<file path="config.mk">
export PLATFORM = sky130hd
export DESIGN_NAME = aes_cbc_ctrl
export DESIGN_NICKNAME = d
export VERILOG_FILES = /design/src/hw/rtl/aes_cbc_pkg.sv /design/src/hw/rtl/aes_cbc_ctrl.sv
export VERILOG_INCLUDE_DIRS = /design/src /design/src/hw/rtl
export SDC_FILE = /design/constraint.sdc
export NUM_CORES = 1
export LEC_CHECK = 0
export BUFFER_PORTS_ARGS = -buffer_cell sky130_fd_sc_hd__buf_2
export CORE_MARGIN = 5
export CORE_UTILIZATION = 51
export CTS_CLUSTER_SIZE = 16
export DETAILED_ROUTE_END_ITERATION = 8
export PLACE_DENSITY = 0.82
export SLEW_MARGIN = 20
export SYNTH_ARGS = -nofsm -noshare
export SYNTH_HDL_FRONTEND = slang
export SYNTH_SLANG_ARGS = --single-unit
</file>
<file path="constraint.sdc">
create_clock -name clk -period 2.35 [get_ports clk]
set_clock_uncertainty 0.15 [all_clocks]
set_input_delay 0.1175 -clock clk [delete_from_list [all_inputs] [get_ports clk]]
set_output_delay 0.1175 -clock clk [all_outputs]
set_load 0.005 [all_outputs]
</file>
<file path="src/hw/rtl/aes128_cbc_cipher_macros.svh">
// ----------------------------------------------------------------------------
// aes128_cbc_cipher_macros
// assertion macros shared by the cipher rtl
// ----------------------------------------------------------------------------
`ifndef AES128_CBC_CIPHER_MACROS_SVH
`define AES128_CBC_CIPHER_MACROS_SVH
`ifndef NO_ASSERTIONS
`define AES_ASSERT(label, clk, rst_n, prop, msg) \
	label: assert property (@(posedge clk) disable iff (!rst_n) (prop)) else $error(msg);
`define AES_ASSERT_NEVER(label, clk, rst_n, cond, msg) \
	label: assert property (@(posedge clk) disable iff (!rst_n) !(cond)) else $error(msg);
`else
`define AES_ASSERT(label, clk, rst_n, prop, msg)
`define AES_ASSERT_NEVER(label, clk, rst_n, cond, msg)
`endif
`endif

</file>
<file path="src/hw/rtl/aes_cbc_pkg.sv">
// ----------------------------------------------------------------------------
// aes_cbc_pkg
// shared types, constants and round functions for the aes-128 cbc cipher
// ----------------------------------------------------------------------------
package aes_cbc_pkg;

	localparam int ROUND_COUNT = 10;
	localparam int RK_WORDS    = 2 * (ROUND_COUNT + 1);
	localparam int RK_AW       = $clog2(RK_WORDS);
	localparam int RND_W       = $clog2(ROUND_COUNT + 1);

	localparam logic [2:0] CFG_KEY_HIGH = 3'd0;
	localparam logic [2:0] CFG_KEY_LOW  = 3'd1;
	localparam logic [2:0] CFG_IV_HIGH  = 3'd2;
	localparam logic [2:0] CFG_IV_LOW   = 3'd3;
	localparam logic [2:0] CFG_DECRYPT  = 3'd4;

	typedef enum logic [2:0] {
		ST_IDLE,
		ST_EXPAND,
		ST_LOAD,
		ST_ROUND,
		ST_DONE
	} state_t;

	typedef struct packed {
		logic       expand_start;
		logic       expand_step;
		logic       load;
		logic       round_step;
		logic       finish;
		logic [RND_W-1:0] round;
		logic       rk_rd;
	} ctrl_cmd_t;

	typedef struct packed {
		logic decrypt;
	} ctrl_sts_t;

	localparam logic [7:0] SBOX [256] = '{
		8'h63,8'h7c,8'h77,8'h7b,8'hf2,8'h6b,8'h6f,8'hc5,8'h30,8'h01,8'h67,8'h2b,8'hfe,8'hd7,8'hab,8'h76,
		8'hca,8'h82,8'hc9,8'h7d,8'hfa,8'h59,8'h47,8'hf0,8'had,8'hd4,8'ha2,8'haf,8'h9c,8'ha4,8'h72,8'hc0,
		8'hb7,8'hfd,8'h93,8'h26,8'h36,8'h3f,8'hf7,8'hcc,8'h34,8'ha5,8'he5,8'hf1,8'h71,8'hd8,8'h31,8'h15,
		8'h04,8'hc7,8'h23,8'hc3,8'h18,8'h96,8'h05,8'h9a,8'h07,8'h12,8'h80,8'he2,8'heb,8'h27,8'hb2,8'h75,
		8'h09,8'h83,8'h2c,8'h1a,8'h1b,8'h6e,8'h5a,8'ha0,8'h52,8'h3b,8'hd6,8'hb3,8'h29,8'he3,8'h2f,8'h84,
		8'h53,8'hd1,8'h00,8'hed,8'h20,8'hfc,8'hb1,8'h5b,8'h6a,8'hcb,8'hbe,8'h39,8'h4a,8'h4c,8'h58,8'hcf,
		8'hd0,8'hef,8'haa,8'hfb,8'h43,8'h4d,8'h33,8'h85,8'h45,8'hf9,8'h02,8'h7f,8'h50,8'h3c,8'h9f,8'ha8,
		8'h51,8'ha3,8'h40,8'h8f,8'h92,8'h9d,8'h38,8'hf5,8'hbc,8'hb6,8'hda,8'h21,8'h10,8'hff,8'hf3,8'hd2,
		8'hcd,8'h0c,8'h13,8'hec,8'h5f,8'h97,8'h44,8'h17,8'hc4,8'ha7,8'h7e,8'h3d,8'h64,8'h5d,8'h19,8'h73,
		8'h60,8'h81,8'h4f,8'hdc,8'h22,8'h2a,8'h90,8'h88,8'h46,8'hee,8'hb8,8'h14,8'hde,8'h5e,8'h0b,8'hdb,
		8'he0,8'h32,8'h3a,8'h0a,8'h49,8'h06,8'h24,8'h5c,8'hc2,8'hd3,8'hac,8'h62,8'h91,8'h95,8'he4,8'h79,
		8'he7,8'hc8,8'h37,8'h6d,8'h8d,8'hd5,8'h4e,8'ha9,8'h6c,8'h56,8'hf4,8'hea,8'h65,8'h7a,8'hae,8'h08,
		8'hba,8'h78,8'h25,8'h2e,8'h1c,8'ha6,8'hb4,8'hc6,8'he8,8'hdd,8'h74,8'h1f,8'h4b,8'hbd,8'h8b,8'h8a,
		8'h70,8'h3e,8'hb5,8'h66,8'h48,8'h03,8'hf6,8'h0e,8'h61,8'h35,8'h57,8'hb9,8'h86,8'hc1,8'h1d,8'h9e,
		8'he1,8'hf8,8'h98,8'h11,8'h69,8'hd9,8'h8e,8'h94,8'h9b,8'h1e,8'h87,8'he9,8'hce,8'h55,8'h28,8'hdf,
		8'h8c,8'ha1,8'h89,8'h0d,8'hbf,8'he6,8'h42,8'h68,8'h41,8'h99,8'h2d,8'h0f,8'hb0,8'h54,8'hbb,8'h16
	};

	localparam logic [7:0] INV_SBOX [256] = '{
		8'h52,8'h09,8'h6a,8'hd5,8'h30,8'h36,8'ha5,8'h38,8'hbf,8'h40,8'ha3,8'h9e,8'h81,8'hf3,8'hd7,8'hfb,
		8'h7c,8'he3,8'h39,8'h82,8'h9b,8'h2f,8'hff,8'h87,8'h34,8'h8e,8'h43,8'h44,8'hc4,8'hde,8'he9,8'hcb,
		8'h54,8'h7b,8'h94,8'h32,8'ha6,8'hc2,8'h23,8'h3d,8'hee,8'h4c,8'h95,8'h0b,8'h42,8'hfa,8'hc3,8'h4e,
		8'h08,8'h2e,8'ha1,8'h66,8'h28,8'hd9,8'h24,8'hb2,8'h76,8'h5b,8'ha2,8'h49,8'h6d,8'h8b,8'hd1,8'h25,
		8'h72,8'hf8,8'hf6,8'h64,8'h86,8'h68,8'h98,8'h16,8'hd4,8'ha4,8'h5c,8'hcc,8'h5d,8'h65,8'hb6,8'h92,
		8'h6c,8'h70,8'h48,8'h50,8'hfd,8'hed,8'hb9,8'hda,8'h5e,8'h15,8'h46,8'h57,8'ha7,8'h8d,8'h9d,8'h84,
		8'h90,8'hd8,8'hab,8'h00,8'h8c,8'hbc,8'hd3,8'h0a,8'hf7,8'he4,8'h58,8'h05,8'hb8,8'hb3,8'h45,8'h06,
		8'hd0,8'h2c,8'h1e,8'h8f,8'hca,8'h3f,8'h0f,8'h02,8'hc1,8'haf,8'hbd,8'h03,8'h01,8'h13,8'h8a,8'h6b,
		8'h3a,8'h91,8'h11,8'h41,8'h4f,8'h67,8'hdc,8'hea,8'h97,8'hf2,8'hcf,8'hce,8'hf0,8'hb4,8'he6,8'h73,
		8'h96,8'hac,8'h74,8'h22,8'he7,8'had,8'h35,8'h85,8'he2,8'hf9,8'h37,8'he8,8'h1c,8'h75,8'hdf,8'h6e,
		8'h47,8'hf1,8'h1a,8'h71,8'h1d,8'h29,8'hc5,8'h89,8'h6f,8'hb7,8'h62,8'h0e,8'haa,8'h18,8'hbe,8'h1b,
		8'hfc,8'h56,8'h3e,8'h4b,8'hc6,8'hd2,8'h79,8'h20,8'h9a,8'hdb,8'hc0,8'hfe,8'h78,8'hcd,8'h5a,8'hf4,
		8'h1f,8'hdd,8'ha8,8'h33,8'h88,8'h07,8'hc7,8'h31,8'hb1,8'h12,8'h10,8'h59,8'h27,8'h80,8'hec,8'h5f,
		8'h60,8'h51,8'h7f,8'ha9,8'h19,8'hb5,8'h4a,8'h0d,8'h2d,8'he5,8'h7a,8'h9f,8'h93,8'hc9,8'h9c,8'hef,
		8'ha0,8'he0,8'h3b,8'h4d,8'hae,8'h2a,8'hf5,8'hb0,8'hc8,8'heb,8'hbb,8'h3c,8'h83,8'h53,8'h99,8'h61,
		8'h17,8'h2b,8'h04,8'h7e,8'hba,8'h77,8'hd6,8'h26,8'he1,8'h69,8'h14,8'h63,8'h55,8'h21,8'h0c,8'h7d
	};

	function automatic logic [7:0] xt(input logic [7:0] a);
		return {a[6:0], 1'b0} ^ (a[7] ? 8'h1b : 8'h00);
	endfunction

	// byte i of the state sits at bits [127-8i -: 8]
	function automatic logic [127:0] sub_shift(input logic [127:0] s);
		logic [127:0] t;
		for (int c = 0; c < 4; c++)
			for (int r = 0; r < 4; r++)
				t[127 - 8 * (c * 4 + r) -: 8] = SBOX[s[127 - 8 * (((c + r) % 4) * 4 + r) -: 8]];
		return t;
	endfunction

	function automatic logic [127:0] inv_sub_shift(input logic [127:0] s);
		logic [127:0] t;
		for (int c = 0; c < 4; c++)
			for (int r = 0; r < 4; r++)
				t[127 - 8 * (((c + r) % 4) * 4 + r) -: 8] = INV_SBOX[s[127 - 8 * (c * 4 + r) -: 8]];
		return t;
	endfunction

	function automatic logic [127:0] mix(input logic [127:0] s);
		logic [127:0] t;
		logic [7:0] a0, a1, a2, a3;
		for (int c = 0; c < 4; c++) begin
			a0 = s[127 - 32 * c -: 8];
			a1 = s[119 - 32 * c -: 8];
			a2 = s[111 - 32 * c -: 8];
			a3 = s[103 - 32 * c -: 8];
			t[127 - 32 * c -: 8] = xt(a0) ^ xt(a1) ^ a1 ^ a2 ^ a3;
			t[119 - 32 * c -: 8] = a0 ^ xt(a1) ^ xt(a2) ^ a2 ^ a3;
			t[111 - 32 * c -: 8] = a0 ^ a1 ^ xt(a2) ^ xt(a3) ^ a3;
			t[103 - 32 * c -: 8] = xt(a0) ^ a0 ^ a1 ^ a2 ^ xt(a3);
		end
		return t;
	endfunction

	function automatic logic [127:0] inv_mix(input logic [127:0] s);
		logic [127:0] t;
		logic [7:0] a [4];
		logic [7:0] u, v;
		for (int c = 0; c < 4; c++) begin
			for (int j = 0; j < 4; j++)
				a[j] = s[127 - 32 * c - 8 * j -: 8];
			// preprocess to forward mix form
			u = xt(xt(a[0] ^ a[2]));
			v = xt(xt(a[1] ^ a[3]));
			a[0] = a[0] ^ u;
			a[1] = a[1] ^ v;
			a[2] = a[2] ^ u;
			a[3] = a[3] ^ v;
			for (int j = 0; j < 4; j++)
				t[127 - 32 * c - 8 * j -: 8] = a[j];
		end
		return mix(t);
	endfunction

	function automatic logic [31:0] sub_word(input logic [31:0] w);
		return {SBOX[w[31:24]], SBOX[w[23:16]], SBOX[w[15:8]], SBOX[w[7:0]]};
	endfunction

endpackage

</file>
<file path="src/hw/rtl/aes_cbc_ctrl.sv">
// ----------------------------------------------------------------------------
// aes_cbc_ctrl
// sequencer for key expansion, round iteration and result handshake
// ----------------------------------------------------------------------------
`include "aes128_cbc_cipher_macros.svh"
module aes_cbc_ctrl (
	input  logic                   clk,
	input  logic                   arst_n,
	input  logic                   in_valid,
	input  logic                   first_block,
	output logic                   in_ready,
	output logic                   out_valid,
	input  logic                   out_ready,
	output logic                   in_take,
	input  aes_cbc_pkg::ctrl_sts_t sts,
	output aes_cbc_pkg::ctrl_cmd_t cmd
);
	localparam int EXP_STEPS = aes_cbc_pkg::RK_WORDS;
	localparam int CW = $clog2(EXP_STEPS + 1);

	aes_cbc_pkg::state_t state_q, state_d;
	logic [CW-1:0] cnt_q, cnt_d;
	logic          out_valid_q, out_valid_d;
	logic [aes_cbc_pkg::RND_W-1:0] first_rnd, last_rnd, rnd_q, rnd_d;

	assign first_rnd = sts.decrypt ? aes_cbc_pkg::RND_W'(aes_cbc_pkg::ROUND_COUNT) : '0;
	assign last_rnd  = sts.decrypt ? '0 : aes_cbc_pkg::RND_W'(aes_cbc_pkg::ROUND_COUNT);

	always_ff @(posedge clk or negedge arst_n) begin
		if (!arst_n) begin
			state_q     <= aes_cbc_pkg::ST_IDLE;
			cnt_q       <= '0;
			rnd_q       <= '0;
			out_valid_q <= 1'b0;
		end else begin
			state_q     <= state_d;
			cnt_q       <= cnt_d;
			rnd_q       <= rnd_d;
			out_valid_q <= out_valid_d;
		end
	end

	// results wait in the output register; the next block starts behind it
	// and holds at its last round until the waiting result is taken
	assign in_ready  = (state_q == aes_cbc_pkg::ST_IDLE);
	assign in_take   = in_valid && in_ready;
	assign out_valid = out_valid_q;

	always_comb begin
		state_d     = state_q;
		cnt_d       = cnt_q;
		rnd_d       = rnd_q;
		out_valid_d = out_valid_q && !out_ready;
		cmd         = '0;
		cmd.round   = rnd_q;
		case (state_q)
			aes_cbc_pkg::ST_IDLE: begin
				if (in_take) begin
					cmd.expand_start = first_block;
					cnt_d   = '0;
					rnd_d   = first_rnd;
					state_d = first_block ? aes_cbc_pkg::ST_EXPAND : aes_cbc_pkg::ST_LOAD;
				end
			end
			aes_cbc_pkg::ST_EXPAND: begin
				cmd.expand_step = 1'b1;
				cnt_d = cnt_q + CW'(1);
				if (cnt_q == CW'(EXP_STEPS - 1)) begin
					cnt_d   = '0;
					rnd_d   = first_rnd;
					state_d = aes_cbc_pkg::ST_LOAD;
				end
			end
			aes_cbc_pkg::ST_LOAD: begin
				// read high then low word of the round key
				cmd.rk_rd = cnt_q[0];
				cnt_d = cnt_q + CW'(1);
				if (cnt_q == CW'(2)) begin
					cmd.rk_rd = 1'b1;
					cmd.load  = 1'b1;
					cnt_d     = '0;
					rnd_d     = sts.decrypt ? rnd_q - aes_cbc_pkg::RND_W'(1)
						: rnd_q + aes_cbc_pkg::RND_W'(1);
					cmd.round = rnd_d;
					state_d   = aes_cbc_pkg::ST_ROUND;
				end
			end
			aes_cbc_pkg::ST_ROUND: begin
				cmd.rk_rd = cnt_q[0];
				if (rnd_q == last_rnd && cnt_q == '0 && out_valid_q && !out_ready) begin
					// last round waits on the high word read
					cnt_d = cnt_q;
				end else begin
					cnt_d = cnt_q + CW'(1);
					if (cnt_q == CW'(2)) begin
						cmd.rk_rd      = 1'b1;
						cmd.round_step = 1'b1;
						cnt_d          = '0;
						if (rnd_q == last_rnd) begin
							cmd.finish  = 1'b1;
							out_valid_d = 1'b1;
							state_d     = aes_cbc_pkg::ST_IDLE;
						end else begin
							rnd_d     = sts.decrypt ? rnd_q - aes_cbc_pkg::RND_W'(1)
								: rnd_q + aes_cbc_pkg::RND_W'(1);
							cmd.round = rnd_d;
						end
					end
				end
			end
			default: state_d = aes_cbc_pkg::ST_IDLE;
		endcase
	end

	`AES_ASSERT_NEVER(a_take_busy, clk, arst_n,
		in_take && state_q != aes_cbc_pkg::ST_IDLE, "input taken while busy")
	`AES_ASSERT(a_finish_valid, clk, arst_n, cmd.finish |=> out_valid,
		"finished block not presented")
	`AES_ASSERT_NEVER(a_finish_full, clk, arst_n, cmd.finish && out_valid && !out_ready,
		"result overwritten before taken")
endmodule

</file>
== Word-level counts from Yosys, hierarchy flattened ==
Index checks and enable logic that the tools add are counted.

* Register bits after elaboration: 13
* Output and inout bits: 13

* Add/sub/neg operators: 3
* Muxes and demuxes: 38
* Reductions and logical operators: 12
* Eq/ne operators: 12

{| class="wikitable"
|+ Operator list
! operator !! count
|-
| $mux 4 || 9
|-
| $mux 5 || 5
|-
| $pmux 5 s4 || 1
|-
| $mux 3 || 6
|-
| $pmux 4 s4 || 1
|-
| $mux 7 || 2
|-
| $pmux 3 s4 || 1
|-
| $reduce_and 6->1 || 2
|-
| $mux 1 || 10
|-
| $ne 2x2->1 const B || 5
|-
| $pmux 5 s2 || 1
|-
| $eq 3x2->1 const B || 2
|-
| $add 5x1->5 const B || 1
|-
| $eq 5x2->1 const B || 1
|-
| $eq 5x5->1 const B || 1
|-
| $logic_and 1x1->1 || 5
|-
| $logic_not 5->1 || 1
|-
| $add 4x1->4 const B || 1
|-
| $eq 4x4->1 || 1
|-
| $mux 2 || 2
|-
| $reduce_bool 4->1 || 1
|-
| $sub 4x1->4 const B || 1
|-
| $eq 3x1->1 const B || 1
|-
| $logic_not 3->1 || 1
|-
| other kinds (3) || 3
|}

== Longest topological paths before layout ==
* Word-level depth: 7
* Mapped depth: 9

== Least setup slack after synthesis ==
OpenSTA, ideal clock, no wires.

* Kind: register -> register
* From: register rnd_q[1] (netlist bit)
* To: register cnt_q[3]
* Slack: 0.100 ns
* Required time: 2.108 ns
* Arrival time: 2.008 ns
* Buffers on the path: 1
* Cell stages (with the launch flop): 9
* Clock period less this slack: 2.250 ns
* Setup time: 0.092 ns
* Path through: dfrtp_1 > ha_1 > ha_1 > nand2b_1 > buf_2 > nor2_4 > a31o_4 > or3_4 > o31ai_2

* Longest elaborated chain between the ends: 6

{| class="wikitable"
|+ Ends and longest elaborated chain
! what !! line !! RTL
|-
| from (decl) || aes_cbc_ctrl.sv:24 || <nowiki>logic [aes_cbc_pkg::RND_W-1:0] first_rnd, last_rnd, rnd_q, rnd_d;</nowiki>
|-
| from (signal assigned) || aes_cbc_ctrl.sv:38 || <nowiki>rnd_q <= rnd_d;</nowiki>
|-
| $eq 4x4->1 || aes_cbc_ctrl.sv:90 || <nowiki>if (rnd_q == last_rnd && cnt_q == '0 && out_valid_q && !out_ready) begin</nowiki>
|-
| $logic_and 1x1->1 (3 in a row) || aes_cbc_ctrl.sv:90 ||
|-
| $ne 2x2->1 (no source line) || - ||
|-
| $reduce_and 3->1 (no source line) || - ||
|-
| to (signal assigned) || aes_cbc_ctrl.sv:37 || <nowiki>cnt_q <= cnt_d;</nowiki>
|-
| to (decl) || aes_cbc_ctrl.sv:22 || <nowiki>logic [CW-1:0] cnt_q, cnt_d;</nowiki>
|}

Every way passes these cells.
A chain may end at the register's enable or synchronous reset.

==> flow_metrics.tcl <==
set metrics [dict create \
    cp.arrival_ns 2.07 \
    route.detailed.drc 0 \
    num_rows 17 \
    slew-limit-headroom 0.710 \
    wl_per_cell_um 18.6 \
    grt_use_total 0.215 \
    clk_pin_slew_ns 0.08 \
    yosysSeqAreaShare 0.243 \
    dieArea_um2 3500 \
    n_antenna_cell 0 \
    synth_area_leader_cell "dfrtp_1" \
    synthesis.area_um2 1230 \
    final_cell_area_um2 1680 \
    cap_violations 0 \
    timing.final.crit_period_ns 2.34 \
    synth_top_area_frac 0.243 \
    antenna_left 0 \
    place_inst 189 \
    cp.depth 9 \
    p_leak_uw 0.000771 \
    antenna_found_initial 0 \
    port-buffer-count 18 \
    worstSetupPathType "reg -> out" \
    nets 200 \
    fill_cells 163 \
    max_stage_delay_ns 0.40 \
    outcome "complete, no violations" \
    netSwitchingPower_uw 1100 \
    drt_first_pass_iters 4 \
    synth_edf_count 0 \
    synth_compound_area_frac 0.263 \
    hold_class "in -> async" \
    path_cells "inv_2 > ha_1 > nand3b_1 > nor4_4 > buf_4 > a31o_1 > nand2_1 > o21ai_1 > buf_2" \
    ys_types 50 \
    instances_no_fill 206 \
    die_y_um 59.2 \
    power_frac_seq 0.167 \
    end_kind "primary output" \
    cp_top_family "simple AND/OR/NAND/NOR gates" \
    ys_top_cells_by_count "13 x ha_1, 12 x dfrtp_1, 11 x nor2_1" \
    clock-sinks 12 \
    synthArstFlopShare 1.00 \
    grt_pass1_wl_um 5820 \
    synthCells 137 \
    rsz0062_at_grt "true" \
    vias_per_cell 6.29 \
    syn_avg_cell_area_um2 9.00 \
    start_kind "flop" \
    post-route-util 0.746 \
    path_buf_inv 3 \
    initial_utilization 0.547 \
    ios 19 \
    synth_top_family_by_area "compound AO/OA/AOI/OAI gates" \
    hpwl_um 2420 \
    core_um2 2250 \
    intPower_uw 1160 \
    area_delta_synth_final_pct 36.4 \
    ys_warn_count 0 \
    place_congestion 0.887 \
    wirelength_um 3830 \
    die_w_um 59.2 \
    drtIter0Drc 92 \
    powerDensity_nw_per_um2 1340 \
    synth_seq_cells 12 \
    vias 1296 \
    cts_tree "done" \
    synth_most_common_cell "ha_1" \
    required_ns 2.08 \
    synth_fa_ha_area_frac 0.148 \
    syn-num-nets 157 \
    hold_viol_final 0 \
    tightest_slew_ns 0.435 \
    fmax_mhz 428 \
    fin_hold_ws_ns 0.0971 \
    clk_latency_ns 0.28 \
    place_area_um2 1420 \
    synth_area_leaders "dfrtp_1 24%, ha_1 13%, nor2_1 3.3%, inv_1 3.0%, nand2_1 2.7%" \
    r2r_cells 8 \
    htree_levels 1 \
    synth_xor_area_frac 0.0365 \
    ctsRootBufferMaster "clkbuf_4" \
    crit_fanout 4 \
    finalMaxSlewViolations 0 \
    grt-ovfl-total 0 \
    ir_worst_vdd_mv 0.920 \
    synth_ff_type "dfrtp_1" \
    critical-path-slowest-cell "dfrtp_1" \
    p_clk_frac 0.057 \
    yosys.area_share.simple 0.216 \
    finalCritPeriodShare 0.995 \
    p_comb_frac 0.776 \
    p_sw_frac 0.487 \
    synth_mux_area_frac 0.0355 \
    drive_above_1_share 0.416 \
    grt_pass1_vias 1241 \
    cts_inserted_buffers 3 \
    grt_max_degree 13 \
    ctsLongestPathBuffers 2 \
    setup_violations 0 \
]
-- layout by cell type (no fill, tap or decap), drive strengths merged, types with 3 or more instances in the layout --
master,n
o31ai,4
nor3b,3
nand2,9
o21ai,11
nor3,3
a21oi,6
nand3,3
dfrtp,12
a31oi,4
buf,42
nor2,12
ha,13
nand2b,3
xnor2,3
inv,10
mux2,3
clkbuf,3
-- per-stage QoR --
stage / worst slack, ns / setup TNS [ns] / total power [µW]
2_1_floorplan: 0.100 / 0 / 1340
3_3_place_gp: 0.211 / 0 / 1690
3_5_place_dp: 0.124 / 0 / 1750
4_1_cts: 0.00312 / 0 / 2050
5_1_grt: -0.0776 / -0.240 / 2430
6_report: 0.0125 / 0 / 2260
-- sequential cells by signal, summed over array words and instances, names as in the netlist --
name,cells
cnt_q,5
rnd_q,4
out_valid,1
state_q,2
-- final timing paths --
| check | start | endpoint | slack [ns] |
|---|---|---|---|
| max reg2reg | rnd_q[1] | rnd_q[2] | 0.08 |
| min reg2reg | out_valid | out_valid | 0.42 |
| min in group clk | first_block | state_q[0] | 0.10 |
| max | cnt_q[0] | cmd[4] | 0.01 |
| min | arst_n | cnt_q[4] | 0.1 |
| max in group asynchronous | arst_n | rnd_q[2] | 1.71 |
-- power by group through the flow --
stage	registers, µW	clock network (µW)	logic, µW
final	376	129	1750
after detailed placement	366	0	1380
after floorplan	349	0	996
after global routing	385	143	1910
after global placement	359	0	1330
after CTS	363	130	1560
-- per-layer routing --
layer	vias to the layer above	GRT usage	wire [µm]
li1	583	-	-
met1	624	0.253	1400
met2	67	0.367	1950
met3	22	0.0697	291
met4	0	0.0647	180
met5	-	0	0
-- worst register-to-register path: stages (launching register included) --
cell	delay (ns)
dfrtp_1	0.42
ha_4	0.27
ha_4	0.16
nand2b_4	0.08
nor2_4	0.04
buf_4	0.17
a311oi_4	0.35
buf_4	0.20
mux2_2	0.32
-- final cells by class --
type                            instances  area (µm²)  area share
Clock buffer                            3        22.5      0.0134
Inverter                               10        37.5      0.0223
Tap cell                               28        35.0      0.0208
Sequential cell                        12         300       0.178
Timing Repair Buffer                   44         299       0.178
Multi-Input combinational cell        109         988       0.587
-- repair_timing --
action	in CTS	in global routing
cloned	0	1
resized for setup	10	17
endpoints found under the setup margin	4	6
endpoints found under the hold margin	13	0
hold buffers	2	0
buffers inserted	10	1
pin swaps	4	10
-- cells by family after synthesis --
| kind of cell | after synthesis |
|---|---|
| AND/OR/NAND/NOR | 45 |
| buffers and inverters | 16 |
| AO/OA/AOI/OAI | 43 |
| adder cells (fa/ha/maj) | 14 |
| multiplexers | 4 |
| flip-flops | 12 |
| XOR/XNOR | 3 |
No activity file was read; power rests on OpenSTA's default activity.
